<file path="config.mk">
export PLATFORM = sky130hd
export DESIGN_NAME = quaternion_orientation_unit_top
export DESIGN_NICKNAME = d
export VERILOG_FILES = /design/src/hdl/qou_pkg.sv /design/src/hdl/qou_cordic.sv /design/src/hdl/quaternion_orientation_unit_top.sv
export SDC_FILE = /design/constraint.sdc
export NUM_CORES = 2
export LEC_CHECK = 0
export BUFFER_PORTS_ARGS = -buffer_cell sky130_fd_sc_hd__buf_2
export CORE_AREA = 5 5 434 436
export CTS_BUF_LIST = sky130_fd_sc_hd__clkbuf_8
export DETAILED_ROUTE_END_ITERATION = 12
export DIE_AREA = 0 0 439 441
export PLACE_DENSITY_LB_ADDON = 0.12
export SETUP_SLACK_MARGIN = 0.4
export SLEW_MARGIN = 20
export SYNTH_ARGS = -nofsm -noshare
export SYNTH_HDL_FRONTEND = slang
export SYNTH_SLANG_ARGS = --single-unit
</file>
<file path="constraint.sdc">
create_clock -name clk -period 18.3 [get_ports clk]
set_input_delay 3.66 -clock clk [delete_from_list [all_inputs] [get_ports clk]]
set_output_delay 3.66 -clock clk [all_outputs]
set_load 0.03 [all_outputs]
</file>
<file path="src/hdl/qou_pkg.sv">
`default_nettype none
// ----------------------------------------------------------------------------
// qou_pkg
// Constants and types shared by the quaternion orientation unit.
// ----------------------------------------------------------------------------
package qou_pkg;

    localparam int ATAN_STEPS = 24;

    localparam logic signed [31:0] CORDIC_GAIN_Q30 = 32'sd652032874;

    localparam logic signed [15:0] RESET_W = 16'sd13985;
    localparam logic signed [15:0] RESET_X = 16'sd5793;
    localparam logic signed [15:0] RESET_Y = 16'sd2399;
    localparam logic signed [15:0] RESET_Z = 16'sd5793;

    localparam logic signed [35:0] ONE_Q28 = 36'sd268435456;

    localparam logic OP_EULER = 1'b0;
    localparam logic OP_MULT  = 1'b1;

    typedef logic signed [15:0] q14_t;

    // Arctangent step table, 32-bit angle scale with pi = 2^31.
    function automatic logic signed [31:0] atan_step(input logic [4:0] idx);
        logic signed [31:0] v;
        begin
            unique case (idx)
                5'd0:    v = 32'sd536870912;
                5'd1:    v = 32'sd316933406;
                5'd2:    v = 32'sd167458907;
                5'd3:    v = 32'sd85004756;
                5'd4:    v = 32'sd42667331;
                5'd5:    v = 32'sd21354465;
                5'd6:    v = 32'sd10679838;
                5'd7:    v = 32'sd5340245;
                5'd8:    v = 32'sd2670163;
                5'd9:    v = 32'sd1335087;
                5'd10:   v = 32'sd667544;
                5'd11:   v = 32'sd333772;
                5'd12:   v = 32'sd166886;
                5'd13:   v = 32'sd83443;
                5'd14:   v = 32'sd41722;
                5'd15:   v = 32'sd20861;
                5'd16:   v = 32'sd10430;
                5'd17:   v = 32'sd5215;
                5'd18:   v = 32'sd2608;
                5'd19:   v = 32'sd1304;
                5'd20:   v = 32'sd652;
                5'd21:   v = 32'sd326;
                5'd22:   v = 32'sd163;
                5'd23:   v = 32'sd81;
                default: v = 32'sd0;
            endcase
            return v;
        end
    endfunction

    // Round at bit 14 (floor after adding half) and clamp to 16 bits.
    function automatic q14_t round_sat(input logic signed [39:0] v);
        logic signed [39:0] r;
        begin
            r = (v + 40'sd8192) >>> 14;
            if (r > 40'sd32767)
                return 16'sh7FFF;
            else if (r < -40'sd32768)
                return 16'sh8000;
            else
                return r[15:0];
        end
    endfunction

    function automatic q14_t sat16(input logic signed [19:0] v);
        begin
            if (v > 20'sd32767)
                return 16'sh7FFF;
            else if (v < -20'sd32768)
                return 16'sh8000;
            else
                return v[15:0];
        end
    endfunction

endpackage

`default_nettype wire

</file>
<file path="src/hdl/qou_cordic.sv">
`default_nettype none
// ----------------------------------------------------------------------------
// qou_cordic
// Rotation-mode CORDIC, one micro-rotation per cycle, half-angle sin/cos.
// ----------------------------------------------------------------------------
module qou_cordic #(
    parameter int CORDIC_ITERATIONS = 16
) (
    input  wire               clk,
    input  wire               rst_n,
    input  wire               start,
    input  wire signed [15:0] angle,
    output logic              done,
    output qou_pkg::q14_t     cos_out,
    output qou_pkg::q14_t     sin_out
);
    import qou_pkg::*;

    localparam int NSTEP = (CORDIC_ITERATIONS > ATAN_STEPS) ? ATAN_STEPS
                                                            : CORDIC_ITERATIONS;

    logic signed [31:0] x_reg, x_next;
    logic signed [31:0] y_reg, y_next;
    logic signed [32:0] z_reg, z_next;
    logic [4:0]         step_reg, step_next;
    logic               busy_reg, busy_next;
    logic               done_reg, done_next;
    logic signed [31:0] dx, dy;
    logic signed [32:0] at;

    always_comb
    begin
        dx        = y_reg >>> step_reg;
        dy        = x_reg >>> step_reg;
        at        = 33'(atan_step(step_reg));
        x_next    = x_reg;
        y_next    = y_reg;
        z_next    = z_reg;
        step_next = step_reg;
        busy_next = busy_reg;
        done_next = 1'b0;
        if (start)
        begin
            x_next    = CORDIC_GAIN_Q30;
            y_next    = 32'sd0;
            z_next    = {{2{angle[15]}}, angle, 15'd0};
            step_next = 5'd0;
            busy_next = 1'b1;
        end
        else if (busy_reg)
        begin
            if (!z_reg[32])
            begin
                x_next = x_reg - dx;
                y_next = y_reg + dy;
                z_next = z_reg - at;
            end
            else
            begin
                x_next = x_reg + dx;
                y_next = y_reg - dy;
                z_next = z_reg + at;
            end
            step_next = step_reg + 5'd1;
            if (step_reg == 5'(NSTEP - 1))
            begin
                busy_next = 1'b0;
                done_next = 1'b1;
            end
        end
    end

    always_ff @(posedge clk or negedge rst_n)
    begin
        if (!rst_n)
        begin
            busy_reg <= 1'b0;
            done_reg <= 1'b0;
            step_reg <= 5'd0;
        end
        else
        begin
            busy_reg <= busy_next;
            done_reg <= done_next;
            step_reg <= step_next;
        end
    end

    always_ff @(posedge clk)
    begin
        x_reg <= x_next;
        y_reg <= y_next;
        z_reg <= z_next;
    end

    logic signed [19:0] xr, yr;
    always_comb
    begin
        xr = 20'((48'(x_reg) + 48'sd32768) >>> 16);
        yr = 20'((48'(y_reg) + 48'sd32768) >>> 16);
    end

    assign done    = done_reg;
    assign cos_out = sat16(xr);
    assign sin_out = sat16(yr);

endmodule

`default_nettype wire

</file>
<file path="src/hdl/quaternion_orientation_unit_top.sv">
`default_nettype none
// ----------------------------------------------------------------------------
// quaternion_orientation_unit_top
// Orientation quaternion keeper with Euler load, Hamilton product and
// rotation-matrix output.
// ----------------------------------------------------------------------------
// One item at a time. An Euler load (opcode 0) runs three CORDIC passes (one
// per angle) on a single shared CORDIC, each with start, micro-rotations
// capped at 24 and done, then products on the shared 16x16 multiplier. A
// quaternion multiply (opcode 1) runs its products on the multiplier; its new
// components are held aside and written to the state together at the end.
// Both end with the matrix step (nine products, one register stage,
// assembly), then three row items leave, one per accepted output cycle.
// in_ready is high only while the sequencer is idle.
// The shared multiplier is the only multiplier in the design. Euler
// products are rounded into registers, Hamilton products are accumulated
// into a 36-bit sum and matrix products land in a register.
// ----------------------------------------------------------------------------
module quaternion_orientation_unit_top #(
    parameter int CORDIC_ITERATIONS = 16
) (
    input  wire               clk,
    input  wire               rst_n,
    input  wire               in_valid,
    output logic              in_ready,
    input  wire               opcode,
    input  wire signed [15:0] roll,
    input  wire signed [15:0] pitch,
    input  wire signed [15:0] yaw,
    input  wire signed [15:0] factor_w,
    input  wire signed [15:0] factor_x,
    input  wire signed [15:0] factor_y,
    input  wire signed [15:0] factor_z,
    output logic              out_valid,
    input  wire               out_ready,
    output qou_pkg::q14_t     quat_w,
    output qou_pkg::q14_t     quat_x,
    output qou_pkg::q14_t     quat_y,
    output qou_pkg::q14_t     quat_z,
    output logic [1:0]        row_index,
    output qou_pkg::q14_t     row_entry_first,
    output qou_pkg::q14_t     row_entry_second,
    output qou_pkg::q14_t     row_entry_third,
    output logic              last_row
);
    import qou_pkg::*;

    // Sequencer states
    localparam logic [2:0] S_IDLE  = 3'd0;
    localparam logic [2:0] S_CORD  = 3'd1;  // waiting on a CORDIC pass
    localparam logic [2:0] S_EUL   = 3'd2;  // Euler products
    localparam logic [2:0] S_HAM   = 3'd3;  // Hamilton products
    localparam logic [2:0] S_MAT   = 3'd4;  // matrix products
    localparam logic [2:0] S_OUT   = 3'd5;  // emit rows

    logic [2:0] state_reg, state_next;
    logic [4:0] cnt_reg, cnt_next;
    logic [1:0] ang_reg, ang_next;   // which angle is in the CORDIC
    logic [1:0] row_reg, row_next;

    // Captured item
    q14_t       ang_r_reg, ang_p_reg, ang_y_reg;
    q14_t       fw_reg, fx_reg, fy_reg, fz_reg;

    // Quaternion state
    q14_t       qw_reg, qx_reg, qy_reg, qz_reg;
    // Hamilton components held until all four are done
    q14_t       hx_reg, hy_reg, hz_reg;

    // sin/cos of the three half angles
    q14_t       cr_reg, sr_reg, cp_reg, sp_reg, cy_reg, sy_reg;
    // Euler intermediates
    q14_t       t0_reg, t1_reg;
    logic signed [19:0] e_reg;      // one rounded product, combined with the next

    // Hamilton sum, kept in Q7.28 before rounding
    logic signed [35:0] acc_reg;
    q14_t       m_reg [9];

    // Shared multiplier
    q14_t               ma, mb;
    logic signed [31:0] prod;
    q14_t               pr;          // rounded product (mul14)

    assign prod = ma * mb;
    always_comb
    begin
        logic signed [31:0] rr;
        rr = (prod + 32'sd8192) >>> 14;
        pr = rr[15:0];
    end

    // CORDIC
    logic               cord_start;
    logic               cord_done;
    q14_t               cord_cos, cord_sin;
    logic signed [15:0] cord_angle;

    qou_cordic #(
        .CORDIC_ITERATIONS(CORDIC_ITERATIONS)
    ) u_cordic (
        .clk    (clk),
        .rst_n  (rst_n),
        .start  (cord_start),
        .angle  (cord_angle),
        .done   (cord_done),
        .cos_out(cord_cos),
        .sin_out(cord_sin)
    );

    always_comb
    begin
        unique case (ang_reg)
            2'd0:    cord_angle = ang_r_reg;
            2'd1:    cord_angle = ang_p_reg;
            default: cord_angle = ang_y_reg;
        endcase
    end

    wire in_fire  = in_valid && in_ready;
    wire out_fire = out_valid && out_ready;

    assign in_ready  = (state_reg == S_IDLE);
    assign out_valid = (state_reg == S_OUT);

    // Operand selection for the multiplier, by state and step.
    // Euler schedule (mul14 each):
    //  0 cp*cy ->t0   1 sp*sy ->t1   2 cr*t0 ->e  3 sr*t1 +e ->w
    //  4 sr*t0 ->e    5 e-cr*t1 ->x 6 cr*sp ->t0 7 t0*cy ->e
    //  8 sr*cp ->t0   9 t0*sy +e ->y 10 cr*cp ->t0 11 t0*sy ->e
    //  12 sr*sp ->t0  13 t0*cy -> z = e - p
    // Hamilton schedule: 16 products, four per component.
    // Matrix schedule: 9 products, squares and cross terms.
    always_comb
    begin
        ma = 16'sd0;
        mb = 16'sd0;
        unique case (state_reg)
            S_EUL:
            begin
                unique case (cnt_reg)
                    5'd0:    begin ma = cp_reg; mb = cy_reg; end
                    5'd1:    begin ma = sp_reg; mb = sy_reg; end
                    5'd2:    begin ma = cr_reg; mb = t0_reg; end
                    5'd3:    begin ma = sr_reg; mb = t1_reg; end
                    5'd4:    begin ma = sr_reg; mb = t0_reg; end
                    5'd5:    begin ma = cr_reg; mb = t1_reg; end
                    5'd6:    begin ma = cr_reg; mb = sp_reg; end
                    5'd7:    begin ma = t0_reg; mb = cy_reg; end
                    5'd8:    begin ma = sr_reg; mb = cp_reg; end
                    5'd9:    begin ma = t0_reg; mb = sy_reg; end
                    5'd10:   begin ma = cr_reg; mb = cp_reg; end
                    5'd11:   begin ma = t0_reg; mb = sy_reg; end
                    5'd12:   begin ma = sr_reg; mb = sp_reg; end
                    default: begin ma = t0_reg; mb = cy_reg; end
                endcase
            end
            S_HAM:
            begin
                unique case (cnt_reg[1:0])
                    2'd0: ma = qx_reg;
                    2'd1: ma = qy_reg;
                    2'd2: ma = qz_reg;
                    default: ma = qw_reg;
                endcase
                // component cnt[3:2]: 0 x, 1 y, 2 z, 3 w
                unique case (cnt_reg[3:0])
                    4'd0:  mb = fw_reg;  4'd1:  mb = fz_reg;
                    4'd2:  mb = fy_reg;  4'd3:  mb = fx_reg;
                    4'd4:  mb = fz_reg;  4'd5:  mb = fw_reg;
                    4'd6:  mb = fx_reg;  4'd7:  mb = fy_reg;
                    4'd8:  mb = fy_reg;  4'd9:  mb = fx_reg;
                    4'd10: mb = fw_reg;  4'd11: mb = fz_reg;
                    4'd12: mb = fx_reg;  4'd13: mb = fy_reg;
                    4'd14: mb = fz_reg;  default: mb = fw_reg;
                endcase
            end
            S_MAT:
            begin
                unique case (cnt_reg)
                    5'd0:    begin ma = qx_reg; mb = qx_reg; end
                    5'd1:    begin ma = qy_reg; mb = qy_reg; end
                    5'd2:    begin ma = qz_reg; mb = qz_reg; end
                    5'd3:    begin ma = qx_reg; mb = qy_reg; end
                    5'd4:    begin ma = qw_reg; mb = qz_reg; end
                    5'd5:    begin ma = qx_reg; mb = qz_reg; end
                    5'd6:    begin ma = qw_reg; mb = qy_reg; end
                    5'd7:    begin ma = qy_reg; mb = qz_reg; end
                    5'd8:    begin ma = qw_reg; mb = qx_reg; end
                    default: begin ma = 16'sd0; mb = 16'sd0; end
                endcase
            end
            default: ;
        endcase
    end

    // Product register for the matrix step
    logic signed [31:0] p_reg;
    // Squares and cross products held for matrix assembly
    logic signed [31:0] xx_reg, yy_reg, zz_reg, a_reg;

    logic signed [35:0] hp;

    assign hp = 36'(prod);

    always_comb
    begin
        state_next = state_reg;
        cnt_next   = cnt_reg;
        ang_next   = ang_reg;
        row_next   = row_reg;
        cord_start = 1'b0;
        unique case (state_reg)
            S_IDLE:
            begin
                if (in_fire)
                begin
                    cnt_next = 5'd0;
                    row_next = 2'd0;
                    ang_next = 2'd0;
                    if (opcode == OP_EULER)
                        state_next = S_CORD;
                    else
                        state_next = S_HAM;
                end
            end
            S_CORD:
            begin
                if (cnt_reg == 5'd0)
                begin
                    cord_start = 1'b1;
                    cnt_next   = 5'd1;
                end
                else if (cord_done)
                begin
                    cnt_next = 5'd0;
                    if (ang_reg == 2'd2)
                        state_next = S_EUL;
                    else
                        ang_next = ang_reg + 2'd1;
                end
            end
            S_EUL:
            begin
                if (cnt_reg == 5'd13)
                begin
                    cnt_next   = 5'd0;
                    state_next = S_MAT;
                end
                else
                    cnt_next = cnt_reg + 5'd1;
            end
            S_HAM:
            begin
                if (cnt_reg == 5'd15)
                begin
                    cnt_next   = 5'd0;
                    state_next = S_MAT;
                end
                else
                    cnt_next = cnt_reg + 5'd1;
            end
            S_MAT:
            begin
                // products at 0..8, one pipeline register, assembly through 12
                if (cnt_reg == 5'd12)
                begin
                    cnt_next   = 5'd0;
                    state_next = S_OUT;
                end
                else
                    cnt_next = cnt_reg + 5'd1;
            end
            S_OUT:
            begin
                if (out_fire)
                begin
                    if (row_reg == 2'd2)
                        state_next = S_IDLE;
                    else
                        row_next = row_reg + 2'd1;
                end
            end
            default: state_next = S_IDLE;
        endcase
    end

    always_ff @(posedge clk or negedge rst_n)
    begin
        if (!rst_n)
        begin
            state_reg <= S_IDLE;
            cnt_reg   <= 5'd0;
            ang_reg   <= 2'd0;
            row_reg   <= 2'd0;
            qw_reg    <= RESET_W;
            qx_reg    <= RESET_X;
            qy_reg    <= RESET_Y;
            qz_reg    <= RESET_Z;
        end
        else
        begin
            state_reg <= state_next;
            cnt_reg   <= cnt_next;
            ang_reg   <= ang_next;
            row_reg   <= row_next;
            if (state_reg == S_EUL)
            begin
                unique case (cnt_reg)
                    5'd3:    qw_reg <= sat16(e_reg + 20'(pr));
                    5'd5:    qx_reg <= sat16(e_reg - 20'(pr));
                    5'd9:    qy_reg <= sat16(e_reg + 20'(pr));
                    5'd13:   qz_reg <= sat16(e_reg - 20'(pr));
                    default: ;
                endcase
            end
            else if (state_reg == S_HAM && cnt_reg == 5'd15)
            begin
                // all products used the old state; commit together
                qw_reg <= round_sat(40'(acc_reg + hp));
                qx_reg <= hx_reg;
                qy_reg <= hy_reg;
                qz_reg <= hz_reg;
            end
        end
    end

    // Sign of each Hamilton term (true = subtract)
    logic ham_neg;
    always_comb
    begin
        unique case (cnt_reg[3:0])
            4'd2, 4'd4, 4'd9, 4'd12, 4'd13, 4'd14: ham_neg = 1'b1;
            default:                                ham_neg = 1'b0;
        endcase
    end

    // Payload registers
    logic signed [35:0] ham_term;
    assign ham_term = ham_neg ? -hp : hp;

    always_ff @(posedge clk)
    begin
        if (in_fire)
        begin
            ang_r_reg <= roll;
            ang_p_reg <= pitch;
            ang_y_reg <= yaw;
            fw_reg    <= factor_w;
            fx_reg    <= factor_x;
            fy_reg    <= factor_y;
            fz_reg    <= factor_z;
        end
        if (state_reg == S_CORD && cord_done)
        begin
            unique case (ang_reg)
                2'd0:    begin cr_reg <= cord_cos; sr_reg <= cord_sin; end
                2'd1:    begin cp_reg <= cord_cos; sp_reg <= cord_sin; end
                default: begin cy_reg <= cord_cos; sy_reg <= cord_sin; end
            endcase
        end
        if (state_reg == S_EUL)
        begin
            unique case (cnt_reg)
                5'd0, 5'd6, 5'd8, 5'd10, 5'd12: t0_reg <= pr;
                5'd1:                           t1_reg <= pr;
                5'd2, 5'd4, 5'd7, 5'd11:        e_reg  <= 20'(pr);
                default: ;
            endcase
        end
        if (state_reg == S_HAM)
        begin
            if (cnt_reg[1:0] == 2'd0)
                acc_reg <= ham_term;
            else
                acc_reg <= acc_reg + ham_term;
            if (cnt_reg[1:0] == 2'd3)
            begin
                unique case (cnt_reg[3:2])
                    2'd0:    hx_reg <= round_sat(40'(acc_reg + hp));
                    2'd1:    hy_reg <= round_sat(40'(acc_reg + hp));
                    2'd2:    hz_reg <= round_sat(40'(acc_reg + hp));
                    default: ;
                endcase
            end
        end
        if (state_reg == S_MAT)
        begin
            p_reg <= prod;
            // cnt-1 product is in p_reg
            unique case (cnt_reg)
                5'd1:  xx_reg <= p_reg;
                5'd2:  yy_reg <= p_reg;
                5'd3:  zz_reg <= p_reg;
                5'd4:  a_reg  <= p_reg;                 // xy
                5'd5:
                begin                                   // p = wz
                    m_reg[1] <= round_sat(40'(2 * (36'(a_reg) - 36'(p_reg))));
                    m_reg[3] <= round_sat(40'(2 * (36'(a_reg) + 36'(p_reg))));
                end
                5'd6:  a_reg  <= p_reg;                 // xz
                5'd7:
                begin                                   // p = wy
                    m_reg[2] <= round_sat(40'(2 * (36'(a_reg) + 36'(p_reg))));
                    m_reg[6] <= round_sat(40'(2 * (36'(a_reg) - 36'(p_reg))));
                end
                5'd8:  a_reg  <= p_reg;                 // yz
                5'd9:
                begin                                   // p = wx
                    m_reg[5] <= round_sat(40'(2 * (36'(a_reg) - 36'(p_reg))));
                    m_reg[7] <= round_sat(40'(2 * (36'(a_reg) + 36'(p_reg))));
                end
                5'd10: m_reg[0] <= round_sat(
                           40'(ONE_Q28 - 2 * (36'(yy_reg) + 36'(zz_reg))));
                5'd11: m_reg[4] <= round_sat(
                           40'(ONE_Q28 - 2 * (36'(xx_reg) + 36'(zz_reg))));
                5'd12: m_reg[8] <= round_sat(
                           40'(ONE_Q28 - 2 * (36'(xx_reg) + 36'(yy_reg))));
                default: ;
            endcase
        end
    end

    assign quat_w    = qw_reg;
    assign quat_x    = qx_reg;
    assign quat_y    = qy_reg;
    assign quat_z    = qz_reg;
    assign row_index = row_reg;
    assign last_row  = (row_reg == 2'd2);

    always_comb
    begin
        unique case (row_reg)
            2'd0:
            begin
                row_entry_first  = m_reg[0];
                row_entry_second = m_reg[1];
                row_entry_third  = m_reg[2];
            end
            2'd1:
            begin
                row_entry_first  = m_reg[3];
                row_entry_second = m_reg[4];
                row_entry_third  = m_reg[5];
            end
            default:
            begin
                row_entry_first  = m_reg[6];
                row_entry_second = m_reg[7];
                row_entry_third  = m_reg[8];
            end
        endcase
    end

endmodule

`default_nettype wire
</file>
==> summary.txt <==
Global route
  • Initial antenna violation count: 9
  • Vias in the first global route: between 50000 and 60000
  • Pin count of the biggest net entering global routing: 78
  • Sum of overflow across all layers after global routing: 0
  • GRT Overall Usage: about 25%
  • Global-route wire length before repair: 366 mm

Worst setup path
  • Worst Path Required: roughly 19000 ps
  • Slowest library cell on the worst path: sky130_fd_sc_hd__nor2_1
  • Depth of the most critical reg-to-reg path: 42
  • Dominant delay contributor by cell family on the critical path: adder cells
  • Signal arrival time at the worst endpoint: roughly 15000 ps
  • Setup slack of the worst register-to-register path: 3880 ps
  • Critical Path Start Type: flop
  • Critical path buffer and inverter count: 8
  • Most frequent CP cell: sky130_fd_sc_hd__fa_1
  • Critical path capture point type: flop
  • Max stage delay on crit path: 930 ps
  • Max Fanout on Critical Path: 25
  • Worst setup path startpoint: cnt_reg[0]$_DFFE_PN0P_
  • Worst setup path category: reg -> reg
  • Reg-to-reg endpoint: hz_reg[6]$_DFFE_PP_
  • Source of the worst register-to-register timing path: cnt_reg[0]$_DFFE_PN0P_

Cells and area
  • Area of combinational cells with multiple inputs: approximately 42000 um^2
  • Post-route non-filler standard cell count: ~10000
  • Util after Layout: 41.6%
  • Fill cells: about 18000
  • Layout overhead on the synthesized area: 10.3%
  • Fraction of layout cells with a size suffix above 1: between 10% and 20%
  • Sequential cell area in the final layout: roughly 24000 um^2
  • Net total in the final layout: between 8000 and 9000
  • Number of flip-flops under the largest register name: ~140

Floorplanning
  • Chip height: 441 um
  • Initial standard-cell utilization of the core: between 30 and 40%
  • Placement row count: 158
  • Top-level port count: around 230
  • Std-Cell Core Area: ~180000 um^2
  • Floorplan die area: between 150000 and 200000 um^2
  • Horizontal extent of the die: approximately 440 um

Yosys
  • Fraction of the yosys area taken by sequential cells: between 30 and 40%
  • Portion of synthesized cell area occupied by the leading cell type: roughly 29%
  • Fraction of the mapped netlist area in compound gates: between 10% and 20%
  • Cells taking the most area after synthesis: sky130_fd_sc_hd__edfxtp_1 29%, sky130_fd_sc_hd__ha_1 9.0%, sky130_fd_sc_hd__fa_1 7.8%
  • Share of synthesized cell area in and, or, nand and nor gates: ~15%
  • Leading cell type by number of instances after synthesis: sky130_fd_sc_hd__nand2_1
  • Net count of the mapped netlist: 8158
  • Leading post-synthesis cells by instance count: 706 x sky130_fd_sc_hd__nand2_1, 662 x sky130_fd_sc_hd__edfxtp_1, 654 x sky130_fd_sc_hd__nor2_1
  • Largest family of logic cells by synthesized area: compound AO/OA/AOI/OAI gates
  • Per-instance average area after synthesis: 9.55 um^2
  • Synth area leader: sky130_fd_sc_hd__edfxtp_1
  • Gate count after technology mapping: around 7300
  • Adder and majority gate portion of the synthesized area: approximately 17%
  • Most used DFF post-synth: sky130_fd_sc_hd__edfxtp_1
  • Number of synthesized flops with an enable pin: ~660
  • Area of the mapped netlist: 69400 um^2
  • Yosys reg bits: around 820
  • Synth Area in XOR/XNOR: 6.06%
  • Number of different library cells in the post-synthesis netlist: between 100 and 150
  • Share of synthesized registers carrying an async set or reset: around a tenth
  • Share of synthesized area spent on multiplexers: under 10%
  • Yosys warning count: 0

Detailed routing
  • Drt drc: 0
  • Overall routed net length: between 200 and 250 mm
  • Via count: around 58000
  • Remaining antenna violation count after routing: 0
  • Number of optimization iterations in the first detailed-route pass: 10
  • WL/cell: 24.5 um
  • Via-per-instance ratio: about 5.7
  • Initial DRC Count: 5433

Job
  • Max-cap violations: 0

Timing
  • Final critical-path share of the clock period: 78.8%
  • Setup TNS: 0 ps
  • RSZ-0062 raised after global routing: no
  • Final number of hold-violating endpoints: 0
  • Slew @ Worst Pin: roughly 1200 ps
  • Setup clock skew after layout: 67.2 ps
  • Count of final setup violators: 0
  • Max_slew headroom: between 20% and 30%
  • Final-report max-slew violation count: 0
  • Top achievable clock speed: roughly 69 MHz
  • Min Clock Period, post-route: 14420 ps

CTS
  • Skew-Pair Late Insertion Delay: around 930 ps
  • Clock Root Buffer: sky130_fd_sc_hd__clkbuf_8
  • Clock tree from TritonCTS: done
  • Max Buffers Root-to-Sink: 3
  • Number of buffers inserted by post-CTS setup repair: 0
  • CTS Hold Bufs: 0
  • CTS sink count: between 800 and 900
  • H-tree depth: 4
  • Clock slew at the register clock pins of the worst setup and hold paths: about 60 ps
  • Post-cts sizing count: 0
  • Inserted Clock Buffers: between 150 and 200

Placed design
  • Placed Instances: ~9800
  • Post-DP HPWL: ~190 mm
  • Number of buffers inserted by port buffering: between 200 and 250
  • Weighted congestion at the end of routability-driven global placement: just under 1

Outcome
  • Result of the run: finished clean

Worst hold path
  • Beginning of the worst hold path: u_cordic.z_reg[11]$_SDFFE_PP0P_
  • Type of the most critical hold path: reg -> reg
  • Worst hold path cell count: 2
  • Worst hold endpoint: u_cordic.z_reg[11]$_SDFFE_PP0P_
[through the flow]
stage | setup slack [ps] | hold slack [ps] | cell area, um^2
after floorplan | 6400 | 465 | 69400
after global placement | 3050 | 479 | 73500
after detailed placement | 3920 | 485 | 73500
after CTS | 3870 | 494 | 76500
after global routing | 3090 | 517 | 76600
final | 3880 | 490 | 76600
[tightest hold or removal path: stages (launching register included)]
cell	delay, ps
sky130_fd_sc_hd__dfxtp_1	310
sky130_fd_sc_hd__nor2_1	80
sky130_fd_sc_hd__a211oi_1	50
[cell families (layout without fill, tap and decap cells)]
kind of cell,Yosys count,after routing
other,0,12
flip-flops,824,824
adder cells (fa/ha/maj),774,774
multiplexers,224,224
AO/OA/AOI/OAI,1849,1849
XOR/XNOR,478,478
AND/OR/NAND/NOR,2192,2192
buffers and inverters,926,1261
[layer usage]
metal  routed length [um]  global-route usage, %  vias to the layer above
met3                14600                   4.20                      472
met5                   13                      0                        -
met2               121000                   43.3                     1872
li1                     -                      -                    26800
met4                10800                   10.2                        2
met1               101000                   31.0                    28400
[layout make-up]
type / count / share of cell area [%]
inverters: 613 / 3.01
repair buffers: 369 / 2.87
clock inverters: 116 / 1.01
multi-input cells: 5517 / 55.3
diodes: 12 / 0.0392
well taps: 2480 / 4.05
clock buffers: 163 / 2.93
flip-flops and latches: 824 / 30.8
[how the worst max path moves through the flow]
| stage | cells past startpoint | to | slack [ps] |
|---|---|---|---|
| after floorplan | 45 | quat_x[11]$_DFFE_PN0P_ | 6400 |
| after global placement | 39 | hx_reg[12]$_DFFE_PP_ | 3050 |
| after detailed placement | 42 | hz_reg[12]$_DFFE_PP_ | 3920 |
| after CTS | 42 | hy_reg[9]$_DFFE_PP_ | 3870 |
| after global routing | 42 | hz_reg[9]$_DFFE_PP_ | 3090 |
| final | 42 | hz_reg[6]$_DFFE_PP_ | 3880 |
[layout by cell type (no fill, tap or decap), drive strengths merged, types with 156 or more instances in the layout]
cell type  count
nand2        707
xnor2        300
edfxtp       662
inv          662
xor2         177
a21oi        449
o21ai        407
nor3         156
nor2         655
buf          369
fa           272
clkbuf       163
ha           502
Power is not shown: default switching activity piles up to over one toggle a cycle in this logic, so the estimate is an artifact.
